File: config.mk
export PLATFORM = sky130hd
export DESIGN_NAME = spct_ram
export DESIGN_NICKNAME = d
export VERILOG_FILES = /design/src/rtl/core/spct_ram.sv
export SDC_FILE = /design/constraint.sdc
export NUM_CORES = 1
export LEC_CHECK = 0
export BUFFER_PORTS_ARGS = -buffer_cell sky130_fd_sc_hd__buf_2
export CELL_PAD_IN_SITES_DETAIL_PLACEMENT = 1
export CELL_PAD_IN_SITES_GLOBAL_PLACEMENT = 2
export CORE_ASPECT_RATIO = 2
export CORE_MARGIN = 2
export CORE_UTILIZATION = 46
export CTS_CLUSTER_SIZE = 20
export DETAILED_ROUTE_END_ITERATION = 16
export PLACE_DENSITY_LB_ADDON = 0.08
export REMOVE_ABC_BUFFERS = 1
export SYNTH_ARGS = -nofsm -noshare
export SYNTH_HDL_FRONTEND = slang
export SYNTH_SLANG_ARGS = --single-unit
File: constraint.sdc
create_clock -name clk -period 2.74 [get_ports clk]
set_input_delay 0.685 -clock clk [delete_from_list [all_inputs] [get_ports clk]]
set_output_delay 0.685 -clock clk [all_outputs]
set_load 0.02 [all_outputs]
File: src/rtl/core/spct_ram.sv
// Generic simple dual-port RAM: one write port, one read port, registered read data.
// No dependencies.
module spct_ram #(
    parameter int WIDTH = 8,
    parameter int DEPTH = 16
) (
    input  logic                     clk,
    input  logic                     we,
    input  logic [$clog2(DEPTH)-1:0] waddr,
    input  logic [WIDTH-1:0]         wdata,
    input  logic [$clog2(DEPTH)-1:0] raddr,
    output logic [WIDTH-1:0]         rdata
);
    logic [WIDTH-1:0] mem [DEPTH];

    always_ff @(posedge clk)
    begin
        if (we)
        begin
            mem[waddr] <= wdata;
        end
        rdata <= mem[raddr];
    end
endmodule
== Yosys cells after proc, flatten, opt, wreduce, memory -nomap -nowiden ==
Memories as Yosys holds them, arrays and structs flattened. A register that Yosys moved wholly into a read port is not among the register bits.
Cells that the tools add are included.

* Muxes and demuxes: 2

{| class="wikitable"
|+ Operator list
! cell !! count
|-
| $mux 1 || 2
|}

* Output and inout port bits: 8
* Flip-flop bits (word level): 0
* Bits in writable memories: 128
* Word-level logic and storage cells: 3
* Memories kept: 1
* Bits of input ports: 18

{| class="wikitable"
|+ Memories
! name !! words !! width !! read ports !! clocked after memory_dff !! wr ports !! RTL line !! source
|-
| mem || 16 || 8 || 1 || 1 || 1 || 14 || <nowiki>logic [WIDTH-1:0] mem [DEPTH];</nowiki>
|}

== Longest topological paths before layout ==
* Depth after elaboration: 2
* Gate-level depth with buffers: 5

== Least setup slack after synthesis ==
No wires, ideal clock.

* Path type: input port to flip-flop
* Start point: input waddr[2]
* End point: memory mem[0][0], enable pin
* Stages: 2
* Path buffers: 0
* Path slack: 0.562 ns
* Arrival time: 1.795 ns
* Data required time: 2.357 ns
* Setup time: 0.383 ns
* Cells stage by stage: or3b_2 -> nor3_1

{| class="wikitable"
|+ RTL lines
! element !! RTL line !! source
|-
| start: declaration || 9 || <nowiki>input logic [$clog2(DEPTH)-1:0] waddr,</nowiki>
|-
| end: declaration || 14 ||
|}

No word-level cell before the write port.

==> flow_summary.yaml <==
worst_setup_path:
  r2r_cells: 3
  crit_type: "in2reg"
  r2r_start: "mem[1][5]"
  endpoint_kind: "flip-flop"
  worst_ep_required_time_ns: 3.03
  r2r_end: "rdata[5]"
  crit_fanout: 8
  r2r_slack_ns: 1.29
  critPathArrivalTime_ns: 2.10
  startpoint_type: "primary input"
min_path:
  hold_path_depth: 3
  hold_path.startpoint: "mem[7][3]"
  worstHoldPathType: "reg2reg"
  min_to: "rdata[3]"
synthesis:
  syn_area_um2: 5147
  ys_seq_elements: 136
  ys_warn_count: 0
  avgSynthCellArea_um2: 22.48
  synth_seq_area_share_pct: 77.78
  synthCells: 229
  synth.distinct_cells: 19
cells_and_area:
  layout.nets: 303
  syn2layout_area_growth_pct: 20.52
  antennaDiodeCount: 0
  final_cell_count_no_fill: 438
  stdcell_area_um2: 6203
  drive_above_1_share_pct: 32.55
timing:
  max_freq_ghz: 0.5531
  finalCriticalPeriod_ns: 1.808
  rsz0062_at_grt: "false"
  fin_tns_setup_ns: 0
  worstMarginPinSlew_ns: 0.4682
  fin_crit_sh_pct: 65.99
  slew_violations: 0
  finalHoldViolations: 0
  fin_skew_ns: 0.005121
  setup_violations: 0
  slew_headroom_pct: 68.79
cts:
  post_cts_buffers: 0
  insertion_delay_ns: 0.41
  cts_root_buf: "clkbuf_16"
  cts_made_buffers: 17
  path_clk_slew_ns: 0.06
  cts-htree-levels: 4
  cts_hold_buf: 0
  cts_sinks: 136
  cts_resized: 0
  clk_path_buf_depth: 2
  cts_tree: "yes"
route:
  totalWireLength_mm: 11.19
  vias: 2431
  first_pass_iters: 4
  drtIter0Drc: 137
  wl_per_cell_um: 25.56
  via_per_inst: 5.550
  antenna_left: 0
  drc_errors: 0
die:
  coreArea_um2: 10880
  start_util_pct: 47.32
  die-area_um2: 12100
  pin_count: 26
  die_y_um: 153.6
  die_w_um: 78.80
  core.rowCount: 54
pwr:
  power_w: 0.005058
  powerDensity_nw_per_um2: 815.3
  power_leakage_nw: 2.131
  peakVddDrop_mv: 0.4698
global_route:
  grt_max_degree: 22
  grt_pass1_vias: 2630
  grtUsageTotal_pct: 20.33
  overflow: 0
  grt_pass1_wl_mm: 16.81
  antenna_found_initial: 0
job:
  drv_cap: 0
placed_design:
  io_buffers: 25
  dp.cells: 406
  post_dp_cell_area_um2: 5552
  hpwl_mm: 7.520
  place_congestion: 0.7636
run_status:
  status: "finished, final reports clean"
==> state kept, by name (all words and copies together), names as in the netlist <==
register and count:
mem 128, rdata 8
==> cell families (layout without fill, tap and decap cells) <==
logic type             after synthesis  count (layout)  share of synthesized area, %
flip-flops                         136             136                         77.78
AND/OR/NAND/NOR                     35              35                         3.184
multiplexers                        32              32                         15.02
AO/OA/AOI/OAI                       16              16                         2.334
buffers and inverters               10              79                         1.677
==> cell usage after synthesis (all sizes together) <==
master | instances | area [um^2]
edfxtp | 128 | 3844
mux4 | 32 | 773.2
a22oi | 16 | 120.1
nor2 | 13 | 48.80
nand2 | 9 | 33.78
dfxtp | 8 | 160.2
buf | 7 | 56.30
nor3 | 4 | 20.02
clkdlybuf4s25 | 3 | 30.03
nand2b | 2 | 12.51
nand3b | 2 | 15.01
and2 | 1 | 6.260
and2b | 1 | 7.510
nand3 | 1 | 5.000
nor2b | 1 | 6.260
or3b | 1 | 8.760
==> stage by stage <==
step | setup slack, ns | hold slack, ns | util (%)
after floorplan | 0.5621 | 0.6293 | -
after CTS | 0.9401 | 0.6538 | 57.03
after global routing | 0.8791 | 0.6639 | 57.03
after global placement | 0.5206 | 0.6476 | 51.04
after detailed placement | 0.5263 | 0.6576 | 51.04
final | 0.9320 | 0.6669 | 57.03
==> where the power goes <==
part / switching [W] / leakage (nW) / internal, W / total, W
logic: 0.000141 / 0.596 / 0.0000957 / 0.000237
clock network: 0.000855 / 0.311 / 0.00162 / 0.00248
registers: 0.0000157 / 1.22 / 0.00233 / 0.00234
==> worst max path at each step <==
stage | from | end | cells after the start
finish | raddr[0] | rdata[4] | 5
CTS | raddr[0] | rdata[4] | 5
floorplan | waddr[2] | mem[0][0] | 2
global placement | raddr[0] | rdata[3] | 5
global route | raddr[0] | rdata[4] | 5
detailed placement | raddr[0] | rdata[3] | 5
==> layout by cell type (no fill, tap or decap), types with 4 or more instances in the layout <==
master / Yosys / final
a22oi_1: 16 / 16
buf_2: 3 / 25
nor3_1: 4 / 4
buf_4: 1 / 20
nor2_1: 13 / 13
bufinv_16: 0 / 5
clkinv_4: 0 / 4
nand2_1: 9 / 9
edfxtp_1: 128 / 128
clkbuf_16: 0 / 17
mux4_2: 18 / 18
dfxtp_1: 8 / 8
mux4_1: 14 / 14
==> per-layer routing <==
layer | share of wire [%] | routed length, um | vias up | global-route usage, %
met3 | 2.8 | 311 | 12 | 4.401
met4 | 1.2 | 137 | 0 | 6.767
met2 | 57 | 6327 | 60 | 35.86
met5 | 0 | 0 | - | 0
li1 | - | - | 1084 | -
met1 | 39 | 4418 | 1275 | 24.47
==> worst max-delay path, stage by stage <==
cell     delay (ns)
buf_2          0.23
buf_4          0.27
mux4_2         0.56
a22oi_1        0.26
nand2_1        0.10
==> area by class of cell <==
type	instances	area, um^2
fillers	949	4674
clock buffers	18	429.2
multi-input cells	83	1057
well taps	140	175.2
repair buffers	47	315.3
flip-flops and latches	136	4004
clock inverters	14	222.7
No activity file was read; power rests on OpenSTA's default activity.
